**src/sv/tcsni_pkg.sv**
```systemverilog
// Shared types and constants for the ClientHello server-name parser.
// Item structs for the byte and result channels, status codes, protocol constants.
// No dependencies.
`default_nettype none

package tcsni_pkg;

	// one payload byte
	typedef struct packed {
		logic [7:0] data_byte;
		logic       last_byte;
	} byte_item_t;

	// one result: a name byte or the end-of-payload status
	typedef struct packed {
		logic       result_kind;
		logic [7:0] name_byte;
		logic       name_end;
		logic [2:0] status;
	} result_item_t;

	localparam int unsigned MAX_PAYLOAD_BYTES_DEF = 65535;

	localparam logic [7:0] REC_HANDSHAKE   = 8'h16;
	localparam logic [7:0] HS_CLIENT_HELLO = 8'h01;
	localparam logic [7:0] HOST_NAME_TYPE  = 8'h00;
	localparam logic [15:0] EXT_SERVER_NAME = 16'h0000;
	localparam int unsigned RANDOM_BYTES   = 32;

	localparam logic KIND_NAME   = 1'b0;
	localparam logic KIND_STATUS = 1'b1;

	localparam logic [2:0] ST_FOUND   = 3'd0;
	localparam logic [2:0] ST_NOT_HS  = 3'd1;
	localparam logic [2:0] ST_NOT_CH  = 3'd2;
	localparam logic [2:0] ST_TRUNC   = 3'd3;
	localparam logic [2:0] ST_NO_NAME = 3'd4;

endpackage

`default_nettype wire

```
**src/sv/tls_client_hello_sni_parser_unit.sv**
```systemverilog
// Top level of the TLS ClientHello server-name parser.
// Depends on tcsni_pkg (item structs, status codes, protocol constants).
// Single module: input register, byte parser, four-entry result queue.
//
// Channel   Direction  Handshake                     Payload
// byte      in         byte_valid / byte_ready       byte_data   (tcsni_pkg::byte_item_t)
// result    out        result_valid / result_ready   result_data (tcsni_pkg::result_item_t)
//
// One byte per cycle sustained while the queue has room. A byte is registered in
// stage 1, parsed there by one pass of the phase logic, and its zero to two results
// land in the queue, which registers them before result_valid shows them.
// arst_n clears the parse state, stage 1 and the queue; the parser starts at the
// record type byte. Stage 1 holds while the queue lacks room for its results, and
// byte_ready then drops; a waiting result never blocks a byte that has room.
`default_nettype none

module tls_client_hello_sni_parser_unit #(
	parameter int unsigned MAX_PAYLOAD_BYTES = tcsni_pkg::MAX_PAYLOAD_BYTES_DEF
) (
	input  wire                          clk,
	input  wire                          arst_n,
	input  wire                          byte_valid,
	output logic                         byte_ready,
	input  wire tcsni_pkg::byte_item_t   byte_data,
	output logic                         result_valid,
	input  wire                          result_ready,
	output tcsni_pkg::result_item_t      result_data
);

	// bytes at this offset and beyond are only counted, not parsed
	localparam logic [15:0] MaxOffset = 16'(MAX_PAYLOAD_BYTES);

	// parse phases
	localparam logic [4:0] PH_REC_TYPE     = 5'd0;
	localparam logic [4:0] PH_HS_TYPE      = 5'd1;
	localparam logic [4:0] PH_SID_LEN      = 5'd2;
	localparam logic [4:0] PH_CS_HI        = 5'd3;
	localparam logic [4:0] PH_CS_LO        = 5'd4;
	localparam logic [4:0] PH_COMP_LEN     = 5'd5;
	localparam logic [4:0] PH_EXTS_HI      = 5'd6;
	localparam logic [4:0] PH_EXTS_LO      = 5'd7;
	localparam logic [4:0] PH_EXT_TYPE_HI  = 5'd8;
	localparam logic [4:0] PH_EXT_TYPE_LO  = 5'd9;
	localparam logic [4:0] PH_OTH_LEN_HI   = 5'd10;
	localparam logic [4:0] PH_OTH_LEN_LO   = 5'd11;
	localparam logic [4:0] PH_SNI_LEN_HI   = 5'd12;
	localparam logic [4:0] PH_SNI_LEN_LO   = 5'd13;
	localparam logic [4:0] PH_ENTRY        = 5'd14;
	localparam logic [4:0] PH_HOST_LEN_HI  = 5'd15;
	localparam logic [4:0] PH_HOST_LEN_LO  = 5'd16;
	localparam logic [4:0] PH_SKIP_LEN_HI  = 5'd17;
	localparam logic [4:0] PH_SKIP_LEN_LO  = 5'd18;
	localparam logic [4:0] PH_NAME         = 5'd19;
	localparam logic [4:0] PH_DONE         = 5'd20;

	// record header tail (4) after the type byte; handshake length, version, random
	localparam logic [15:0] REC_HDR_SKIP = 16'd4;
	localparam logic [15:0] HELLO_SKIP   = 16'(3 + 2 + tcsni_pkg::RANDOM_BYTES);

	localparam int QDepth = 4;
	localparam int QAw    = $clog2(QDepth);

	function automatic logic [15:0] sat16(input logic [16:0] x);
		return x[16] ? 16'hFFFF : x[15:0];
	endfunction

	// ---------------- stage 1: input register ----------------
	logic                    valid_s1;
	tcsni_pkg::byte_item_t   item_s1;
	logic                    fire_s1;

	// ---------------- parse state ----------------
	logic [4:0]  phase_q;
	logic [15:0] offset_q;
	logic [15:0] skip_q;
	logic [7:0]  len_hi_q;
	logic [15:0] exts_end_q;
	logic [15:0] ext_end_q;
	logic [15:0] name_rem_q;
	logic [2:0]  outcome_q;

	logic [4:0]  phase_n;
	logic [15:0] offset_n;
	logic [15:0] skip_n;
	logic [7:0]  len_hi_n;
	logic [15:0] exts_end_n;
	logic [15:0] ext_end_n;
	logic [15:0] name_rem_n;
	logic [2:0]  outcome_n;

	logic        name_hit;
	logic        name_last;
	logic [2:0]  end_status;

	// ---------------- result queue ----------------
	tcsni_pkg::result_item_t q_mem [QDepth];
	logic [QAw-1:0] wr_ptr_q;
	logic [QAw-1:0] rd_ptr_q;
	logic [QAw:0]   count_q;
	logic [1:0]     n_push;
	logic           pop;
	logic           room;

	// ---------------- parser ----------------
	logic [7:0]  b;
	logic [15:0] o;
	logic [15:0] v;
	logic [16:0] o_plus1;
	logic        hdr_fits;
	logic [15:0] room_len;
	logic [15:0] decr_name;

	always_comb begin
		b         = item_s1.data_byte;
		o         = offset_q;
		v         = {len_hi_q, b};
		o_plus1   = {1'b0, o} + 17'd1;
		// extension header of four bytes must lie within the extension total
		hdr_fits  = ({1'b0, o} + 17'd4) <= {1'b0, exts_end_q};
		room_len  = ({1'b0, ext_end_q} > o_plus1) ? (ext_end_q - o - 16'd1) : 16'd0;
		decr_name = name_rem_q - 16'd1;

		phase_n    = phase_q;
		skip_n     = skip_q;
		len_hi_n   = len_hi_q;
		exts_end_n = exts_end_q;
		ext_end_n  = ext_end_q;
		name_rem_n = name_rem_q;
		outcome_n  = outcome_q;
		name_hit   = 1'b0;
		name_last  = 1'b0;

		if (offset_q < MaxOffset) begin
			if (skip_q != 16'd0 && phase_q != PH_NAME && phase_q != PH_DONE) begin
				skip_n = skip_q - 16'd1;
			end else begin
				unique case (phase_q)
					PH_REC_TYPE: begin
						if (b != tcsni_pkg::REC_HANDSHAKE) begin
							outcome_n = tcsni_pkg::ST_NOT_HS;
							phase_n   = PH_DONE;
						end else begin
							skip_n  = REC_HDR_SKIP;
							phase_n = PH_HS_TYPE;
						end
					end
					PH_HS_TYPE: begin
						if (b != tcsni_pkg::HS_CLIENT_HELLO) begin
							outcome_n = tcsni_pkg::ST_NOT_CH;
							phase_n   = PH_DONE;
						end else begin
							skip_n  = HELLO_SKIP;
							phase_n = PH_SID_LEN;
						end
					end
					PH_SID_LEN: begin
						skip_n  = {8'd0, b};
						phase_n = PH_CS_HI;
					end
					PH_CS_HI, PH_EXTS_HI, PH_OTH_LEN_HI, PH_SNI_LEN_HI,
					PH_HOST_LEN_HI, PH_SKIP_LEN_HI: begin
						len_hi_n = b;
						phase_n  = phase_q + 5'd1;
					end
					PH_CS_LO: begin
						skip_n  = v;
						phase_n = PH_COMP_LEN;
					end
					PH_COMP_LEN: begin
						skip_n  = {8'd0, b};
						phase_n = PH_EXTS_HI;
					end
					PH_EXTS_LO: begin
						exts_end_n = sat16(o_plus1 + {1'b0, v});
						phase_n    = PH_EXT_TYPE_HI;
					end
					PH_EXT_TYPE_HI: begin
						if (!hdr_fits) begin
							phase_n = PH_DONE;
						end else begin
							len_hi_n = b;
							phase_n  = PH_EXT_TYPE_LO;
						end
					end
					PH_EXT_TYPE_LO: begin
						phase_n = (v == tcsni_pkg::EXT_SERVER_NAME) ? PH_SNI_LEN_HI
							: PH_OTH_LEN_HI;
					end
					PH_OTH_LEN_LO: begin
						skip_n  = v;
						phase_n = PH_EXT_TYPE_HI;
					end
					PH_SNI_LEN_LO: begin
						// too short for a list length: skipped like any extension
						if (v < 16'd2) begin
							skip_n  = v;
							phase_n = PH_EXT_TYPE_HI;
						end else begin
							ext_end_n = sat16(o_plus1 + {1'b0, v});
							skip_n    = 16'd2;
							phase_n   = PH_ENTRY;
						end
					end
					PH_ENTRY: begin
						if (o >= ext_end_q) begin
							// list exhausted: this byte opens the next extension header
							if (!hdr_fits) begin
								phase_n = PH_DONE;
							end else begin
								len_hi_n = b;
								phase_n  = PH_EXT_TYPE_LO;
							end
						end else begin
							phase_n = (b == tcsni_pkg::HOST_NAME_TYPE) ? PH_HOST_LEN_HI
								: PH_SKIP_LEN_HI;
						end
					end
					PH_SKIP_LEN_LO: begin
						// skip never runs past the SNI extension
						skip_n  = (v < room_len) ? v : room_len;
						phase_n = PH_ENTRY;
					end
					PH_HOST_LEN_LO: begin
						if (v == 16'd0) begin
							outcome_n = tcsni_pkg::ST_FOUND;
							phase_n   = PH_DONE;
						end else begin
							name_rem_n = v;
							phase_n    = PH_NAME;
						end
					end
					PH_NAME: begin
						name_rem_n = decr_name;
						name_hit   = 1'b1;
						if (decr_name == 16'd0) begin
							name_last = 1'b1;
							outcome_n = tcsni_pkg::ST_FOUND;
							phase_n   = PH_DONE;
						end
					end
					default: begin
						phase_n = PH_DONE;
					end
				endcase
			end
		end

		offset_n   = (offset_q != 16'hFFFF) ? offset_q + 16'd1 : offset_q;
		// a name still in flight at the payload's end is reported as truncated
		end_status = (phase_n == PH_NAME) ? tcsni_pkg::ST_TRUNC : outcome_n;

		if (item_s1.last_byte) begin
			phase_n    = PH_REC_TYPE;
			offset_n   = 16'd0;
			skip_n     = 16'd0;
			len_hi_n   = 8'd0;
			exts_end_n = 16'd0;
			ext_end_n  = 16'd0;
			name_rem_n = 16'd0;
			outcome_n  = tcsni_pkg::ST_NO_NAME;
		end
	end

	// ---------------- handshakes ----------------
	always_comb begin
		n_push       = {1'b0, name_hit} + {1'b0, item_s1.last_byte};
		room         = ({1'b0, count_q} + {2'b00, n_push}) <= (QAw + 2)'(QDepth);
		fire_s1      = valid_s1 && room;
		byte_ready   = !valid_s1 || room;
		result_valid = count_q != '0;
		result_data  = q_mem[rd_ptr_q];
		pop          = result_valid && result_ready;
	end

	// stage 1 control
	always_ff @(posedge clk or negedge arst_n) begin
		if (!arst_n) begin
			valid_s1 <= 1'b0;
		end else if (byte_ready) begin
			valid_s1 <= byte_valid;
		end
	end

	// stage 1 payload
	always_ff @(posedge clk) begin
		if (byte_valid && byte_ready) begin
			item_s1 <= byte_data;
		end
	end

	// parse state
	always_ff @(posedge clk or negedge arst_n) begin
		if (!arst_n) begin
			phase_q    <= PH_REC_TYPE;
			offset_q   <= 16'd0;
			skip_q     <= 16'd0;
			len_hi_q   <= 8'd0;
			exts_end_q <= 16'd0;
			ext_end_q  <= 16'd0;
			name_rem_q <= 16'd0;
			outcome_q  <= tcsni_pkg::ST_NO_NAME;
		end else if (fire_s1) begin
			phase_q    <= phase_n;
			offset_q   <= offset_n;
			skip_q     <= skip_n;
			len_hi_q   <= len_hi_n;
			exts_end_q <= exts_end_n;
			ext_end_q  <= ext_end_n;
			name_rem_q <= name_rem_n;
			outcome_q  <= outcome_n;
		end
	end

	// queue pointers and fill count
	always_ff @(posedge clk or negedge arst_n) begin
		if (!arst_n) begin
			wr_ptr_q <= '0;
			rd_ptr_q <= '0;
			count_q  <= '0;
		end else begin
			if (fire_s1) begin
				wr_ptr_q <= wr_ptr_q + QAw'(n_push);
			end
			if (pop) begin
				rd_ptr_q <= rd_ptr_q + QAw'(1);
			end
			count_q <= count_q + (fire_s1 ? (QAw + 1)'(n_push) : '0)
				- (pop ? (QAw + 1)'(1) : '0);
		end
	end

	// queue entries: name byte first, status after it
	always_ff @(posedge clk) begin
		if (fire_s1) begin
			if (name_hit) begin
				q_mem[wr_ptr_q] <= '{result_kind: tcsni_pkg::KIND_NAME, name_byte: b,
					name_end: name_last, status: tcsni_pkg::ST_FOUND};
			end
			if (item_s1.last_byte) begin
				q_mem[wr_ptr_q + QAw'(name_hit)] <= '{result_kind: tcsni_pkg::KIND_STATUS,
					name_byte: 8'd0, name_end: 1'b0, status: end_status};
			end
		end
	end

endmodule

`default_nettype wire
```
**config.mk**
```make
export PLATFORM = sky130hd
export DESIGN_NAME = tls_client_hello_sni_parser_unit
export DESIGN_NICKNAME = d
export VERILOG_FILES = /design/src/sv/tcsni_pkg.sv /design/src/sv/tls_client_hello_sni_parser_unit.sv
export SDC_FILE = /design/constraint.sdc
export NUM_CORES = 1
export LEC_CHECK = 0
export BUFFER_PORTS_ARGS = -buffer_cell sky130_fd_sc_hd__buf_2
export CAP_MARGIN = 40
export CELL_PAD_IN_SITES_DETAIL_PLACEMENT = 0
export CELL_PAD_IN_SITES_GLOBAL_PLACEMENT = 1
export CORE_MARGIN = 5
export CORE_UTILIZATION = 30
export DETAILED_ROUTE_END_ITERATION = 16
export HOLD_SLACK_MARGIN = 0.05
export PLACE_DENSITY = 0.55
export SLEW_MARGIN = 20
export SYNTH_ARGS = -nofsm -noshare
export SYNTH_HDL_FRONTEND = slang
export SYNTH_SLANG_ARGS = --single-unit
```
**constraint.sdc**
```tcl
create_clock -name clk -period 15.65 [get_ports clk]
set_input_delay 0.7825 -clock clk [delete_from_list [all_inputs] [get_ports clk]]
set_output_delay 0.7825 -clock clk [all_outputs]
set_load 0.01 [all_outputs]
```
* Word level (Yosys, flattened, before mapping)
Memories as Yosys holds them, arrays and structs flattened.
Index checks and enable logic that the tools add are counted.
** Operators by class
- Reduce and logical (&&, ||, !) cells :: 30
- Equality and inequality tests :: 31
- $add $sub $neg :: 16
- Muxes and demuxes :: 69
- Order comparisons :: 7
** Operators by type and width (count)
- $mux 16 :: 24
- $pmux 16 s6 :: 1
- $pmux 5 s14 :: 1
- $sub 16x1->16 const B :: 3
- $mux 5 :: 9
- $eq 5x4->1 const B :: 8
- $mux 8 :: 5
- $mux 3 :: 11
- $logic_not 16->1 :: 2
- $pmux 16 s2 :: 1
- $eq 5x5->1 const B :: 5
- $pmux 8 s3 :: 1
- $eq 5x3->1 const B :: 4
- $reduce_and 5->1 :: 4
- $add 16x1->17 const B :: 1
- $add 16x3->17 const B :: 1
- $add 17x16->17 :: 1
- $gt 16x17->1 :: 1
- $le 17x16->1 :: 1
- $add 16x1->16 const B :: 1
- $ge 16x16->1 :: 1
- $lt 16x16->1 :: 1
- $lt 16x16->1 const B :: 1
- $lt 16x2->1 const B :: 1
- other kinds (36) :: 64
** Storage, ports and cells
- Output and inout bits :: 15
- Bits in writable memories :: 52
- Input bits :: 13
- Logic and storage cells :: 168
- Bits in registers :: 113
- Memories kept :: 1
** Memory list
- q_mem :: depth 4, width 13, read ports 1, clocked after Yosys merged registers in 0, write ports 2, RTL line tls_client_hello_sni_parser_unit.sv:96 : tcsni_pkg::result_item_t q_mem [QDepth];

* Longest topological paths before layout
- Word-level depth :: 12
- Mapped depth :: 24
- Mapped depth without buffers :: 22

* Worst setup path after synthesis
No wires, ideal clock.
- Path kind :: flip-flop to flip-flop
- Start point :: register offset_q[1] (netlist: o[1])
- End point :: register skip_q[0]
- Period minus slack after synthesis :: 5.613 ns
- Library setup time :: 0.124 ns
- Required time :: 15.526 ns
- Path buffers :: 1
- Path slack :: 10.037 ns
- Cell stages (with the launch flop) :: 23
- Data arrival time :: 5.489 ns
- Cells stage by stage :: dfrtp_1 -> ha_1 -> clkbuf_1 -> inv_1 -> or4_1 -> nor2_1 -> xnor2_1 -> ha_1 -> and3_1 -> nand4_1 -> a31o_2 -> a31oi_1 -> or3b_2 -> ha_1 -> a211oi_1 -> o221ai_1 -> a21o_1 -> a21o_1 -> a21oi_1 -> nor3b_1 -> a221oi_1 -> a211oi_1 -> a211o_1
** Between the ends
- Cells in the longest elaborated chain, start to end :: 9
- Elaborated cells between the ends (all ways) :: 19
** RTL lines
- start, declared :: RTL line tls_client_hello_sni_parser_unit.sv:74 : logic [15:0] offset_q;
- start signal, assigned :: RTL line tls_client_hello_sni_parser_unit.sv:304 : offset_q <= offset_n;
- $sub 16x16->16 / $add 16x1->17 (equally long branches) :: RTL line tls_client_hello_sni_parser_unit.sv:120, tls_client_hello_sni_parser_unit.sv:117
- $sub 16x1->16 / $gt 16x17->1 (equally long branches) :: RTL line tls_client_hello_sni_parser_unit.sv:120 : room_len = ({1'b0, ext_end_q} > o_plus1) ? (ext_end_q - o - 16'd1) : 16'd0;
- $mux 16 :: RTL line tls_client_hello_sni_parser_unit.sv:120
- $lt 16x16->1 :: RTL line tls_client_hello_sni_parser_unit.sv:220 : skip_n = (v < room_len) ? v : room_len;
- $mux 16 :: RTL line tls_client_hello_sni_parser_unit.sv:220
- $pmux 16 s6 :: RTL line tls_client_hello_sni_parser_unit.sv:137 : unique case (phase_q)
- $mux 16 :: RTL line tls_client_hello_sni_parser_unit.sv:134 : if (skip_q != 16'd0 && phase_q != PH_NAME && phase_q != PH_DONE) begin
- $mux 16 :: RTL line tls_client_hello_sni_parser_unit.sv:133 : if (offset_q < MaxOffset) begin
- $mux 16 :: RTL line tls_client_hello_sni_parser_unit.sv:252 : if (item_s1.last_byte) begin
- end signal, assigned :: RTL line tls_client_hello_sni_parser_unit.sv:305 : skip_q <= skip_n;
- end, declared :: RTL line tls_client_hello_sni_parser_unit.sv:75 : logic [15:0] skip_q;
Parallel ways exist; a longest one is shown, timed or not. The select of a mux whose other input is x is not followed.
A chain may end at the register's enable or synchronous reset.

* Worst setup path in the final report
- Start point :: register offset_q[2] (netlist: o[2])
- End point :: register skip_q[0]
Same word-level chain as after synthesis.

==> flow_summary.toml <==
[logic_synthesis]
ys_top_cells_by_area = "dfrtp_1 (21%), ha_1 (11%), nand2_1 (6.5%)"
syn-mean-instance-area_um2 = 8.24
synthFlopType = "dfrtp_1"
synth_area_leader_cell = "dfrtp_1"
synth-edff-count = 21
synth_warnings = 0
yosysTopAreaCellShare = 0.206
async_flop_share = 0.630
yosysUniqueCellTypes = 90
synth_seq_cells = 165
synthCells = 1516
netlist_area_um2 = 12500
yosysSeqAreaShare = 0.323
synth.net_count = 1644

[clocking]
cts_tree = "done"
cts_buffers = 17
postCtsSetupRepairBufs = 0
cts_sinks = 165
clk_latency_ns = 0.49
ctsHoldBuffers = 0
path_clk_slew_ns = 0.08
clockBufferDepth = 2
htree_levels = 4
post_cts_resized = 0
cts_root_buf = "clkbuf_16"

[critical_path]
cp.buffers_inverters = 1
crit_cells = 22
crit_fanout = 17
cp-start-kind = "flip-flop"
r2r_cells = 22
crit_family = "compound AO/OA/AOI/OAI gates"
cpPeakStageDelay_ns = 0.55
crit_type = "reg -> reg"
endpoint_kind = "flip-flop"
crit_required_ns = 16.02
cp-endpoint = "skip_q[0]$_DFFE_PN0P_"
r2r-end = "skip_q[0]$_DFFE_PN0P_"
critPathArrivalTime_ns = 6.84
critPathLaunch = "o[2]$_DFFE_PN0P_"
crit_path_top_delay_cell = "a21oi_1"
reg2reg_slack_ns = 9.17
rr_startpoint = "o[2]$_DFFE_PN0P_"
path_cells = "nand3_1, or2_2, nor4_1, nand3_1, xor2_1, ha_1, and3_1, nand4_1, a31o_2, a31oi_1, buf_4, or3b_2, ha_1, a211oi_1, o221ai_1, a21o_1, a21o_1, a21oi_1, nor3b_1, a221oi_1, nor4_1, a211o_1"

[die]
start_util = 0.304
die-area_um2 = 45800
fp-row-count = 74
die_width_um = 214
die_h_um = 214
core-area_um2 = 41000
io_pins = 28

[cells_and_area]
layout-drive-gt1-share = 0.0878
diodes = 0
fin_area_um2 = 13900
nets = 1653
layout_common_cells = "nand2_1 (216), o21ai_0 (118), a21oi_1 (115), nor2_1 (112), ha_1 (111)"
area_growth_pct = 11.4
instances_no_fill = 2070
final_common_cell = "nand2_1"

[global_routing]
antenna_found_initial = 0
grt_pass1_vias = 11000
grt_start_max_net_pins = 47
overflow = 0
track_usage = 0.192
grt_pass1_wl_mm = 68.7

[timing]
rsz0062_at_grt = "no"
final_max_slew_viol_count = 0
max_freq_mhz = 154
worstMarginPinSlew_ns = 0.875
relSlewSlack = 0.417
fin_crit_ns = 6.48
timing.final.crit_share = 0.414
tns_ns = 0
setup_viol = 0
final_hold_viol_count = 0
clock-skew-final_ns = 0.0148

[drt]
antenna_left = 0
drc = 0
post_drt_via_cell_ratio = 5.40
routed_wl_mm = 44.1
wl_per_cell_um = 21.3
via_count = 11200
drtPass1Iterations = 5
drtIter0Drc = 786

[place]
dpl_cell_area_um2 = 13300
gp_congestion = 0.865
io_buffers = 27
dp_hpwl_mm = 32.8
placedCellCount = 2035

[outcome]
status = "finished, final reports clean"

[job]
drv_cap = 0

[hold_path]
hold_class = "in -> async"

[pwr]
powerDensity_nw_per_um2 = 168
clockPowerShare = 0.186
p_leak_nw = 5.98
ir_drop_uv = 96.3
seqPwrFrac = 0.290
combPwrFrac = 0.524
switchingPower_mw = 1.14
p_int_mw = 1.20
swShare = 0.488
## stage by stage
| stage | hold WS, ns | worst slack (ns) | power [mW] | utilization |
|---|---|---|---|---|
| 2_1_floorplan | 0.418 | 10.04 | 1.47 | - |
| 3_3_place_gp | 0.428 | 9.32 | 1.87 | 0.320 |
| 3_5_place_dp | 0.436 | 9.22 | 1.91 | 0.324 |
| 4_1_cts | 0.303 | 9.19 | 2.36 | 0.338 |
| 5_1_grt | 0.337 | 8.73 | 2.53 | 0.339 |
| 6_report | 0.300 | 9.17 | 2.34 | 0.339 |
## synth_stat cells (all sizes together), types with 11 or more instances
cell    instances
and3           17
or3            15
a211oi         12
o21ai         122
nand4          17
o211ai         14
o221ai         12
clkbuf         48
ha            111
a21o           16
a22oi          16
xor2           16
mux4           13
dfrtp         103
xnor2          47
inv           109
edfxtp         21
a21oi         116
nor2b          12
dfxtp          40
nand2b         14
nor3           36
and2           14
nand3          40
a31oi          11
nand2         216
nor2          113
nor4           14
o31ai          15
buf            18
## layout make-up
class | instances | area, µm²
well taps | 532 | 666
clock buffers | 18 | 429
flip-flops and latches | 165 | 4040
clock inverters | 14 | 146
repair buffers | 56 | 448
fillers | 4316 | 27100
multi-input cells | 1174 | 7780
inverters | 111 | 417
## how the worst min path moves through the flow
| stage | start | to | depth (start not counted) |
|---|---|---|---|
| 2_1_floorplan | q_mem[2][12]$_SDFFE_PP1P_ | q_mem[2][12]$_SDFFE_PP1P_ | 2 |
| 3_3_place_gp | q_mem[2][12]$_SDFFE_PP1P_ | q_mem[2][12]$_SDFFE_PP1P_ | 2 |
| 3_5_place_dp | q_mem[2][12]$_SDFFE_PP1P_ | q_mem[2][12]$_SDFFE_PP1P_ | 2 |
| 4_1_cts | arst_n | phase_q[4]$_DFFE_PN0P_ | 1 |
| 5_1_grt | arst_n | o[10]$_DFFE_PN0P_ | 1 |
| 6_report | arst_n | o[10]$_DFFE_PN0P_ | 1 |
## flip-flops by register name, indices dropped and copies added, names as in the netlist
signal and cells:
exts_end_q 16, len_hi_q 8, item_s1 1, ext_end_q 16, phase_q 5, outcome_q 3
name_rem_q 16, skip_q 16, b 8, rd_ptr_q 2, count_q 3, q_mem 52
wr_ptr_q 2, valid_s1 1, o 16
## worst register-to-register path, cell delays in order (launching register included)
cell	delay (ns)
dfrtp_1	0.48
nand3_1	0.25
or2_2	0.41
nor4_1	0.47
nand3_1	0.17
xor2_1	0.19
ha_1	0.31
and3_1	0.19
nand4_1	0.11
a31o_2	0.25
a31oi_1	0.14
buf_4	0.25
or3b_2	0.50
ha_1	0.20
a211oi_1	0.32
o221ai_1	0.19
a21o_1	0.19
a21o_1	0.16
a21oi_1	0.55
nor3b_1	0.24
a221oi_1	0.41
nor4_1	0.09
a211o_1	0.28
## kinds of logic after synthesis
logic type,after synthesis,synth area share
and+or+nand+nor,536,0.200
AOI/OAI and AO/OA,433,0.224
buffers and inverters,177,0.0553
DFF,165,0.323
adders and majority gates,115,0.118
xor gates and xnor gates,63,0.0442
muxes,27,0.0354
## power by group through the flow
stage	clock network, mW	registers (mW)	logic [mW]
2_1_floorplan	0	0.591	0.881
3_3_place_gp	0	0.702	1.17
3_5_place_dp	0	0.689	1.22
4_1_cts	0.453	0.680	1.23
5_1_grt	0.469	0.692	1.37
6_report	0.435	0.680	1.23
## routing by layer
metal	GRT usage	up-vias	routed length (µm)
met5	0	-	0
met1	0.283	5462	22000
li1	-	5465	-
met2	0.294	223	19600
met3	0.0359	30	1900
met4	0.0453	0	632
Power figures use the tool's default switching activity.
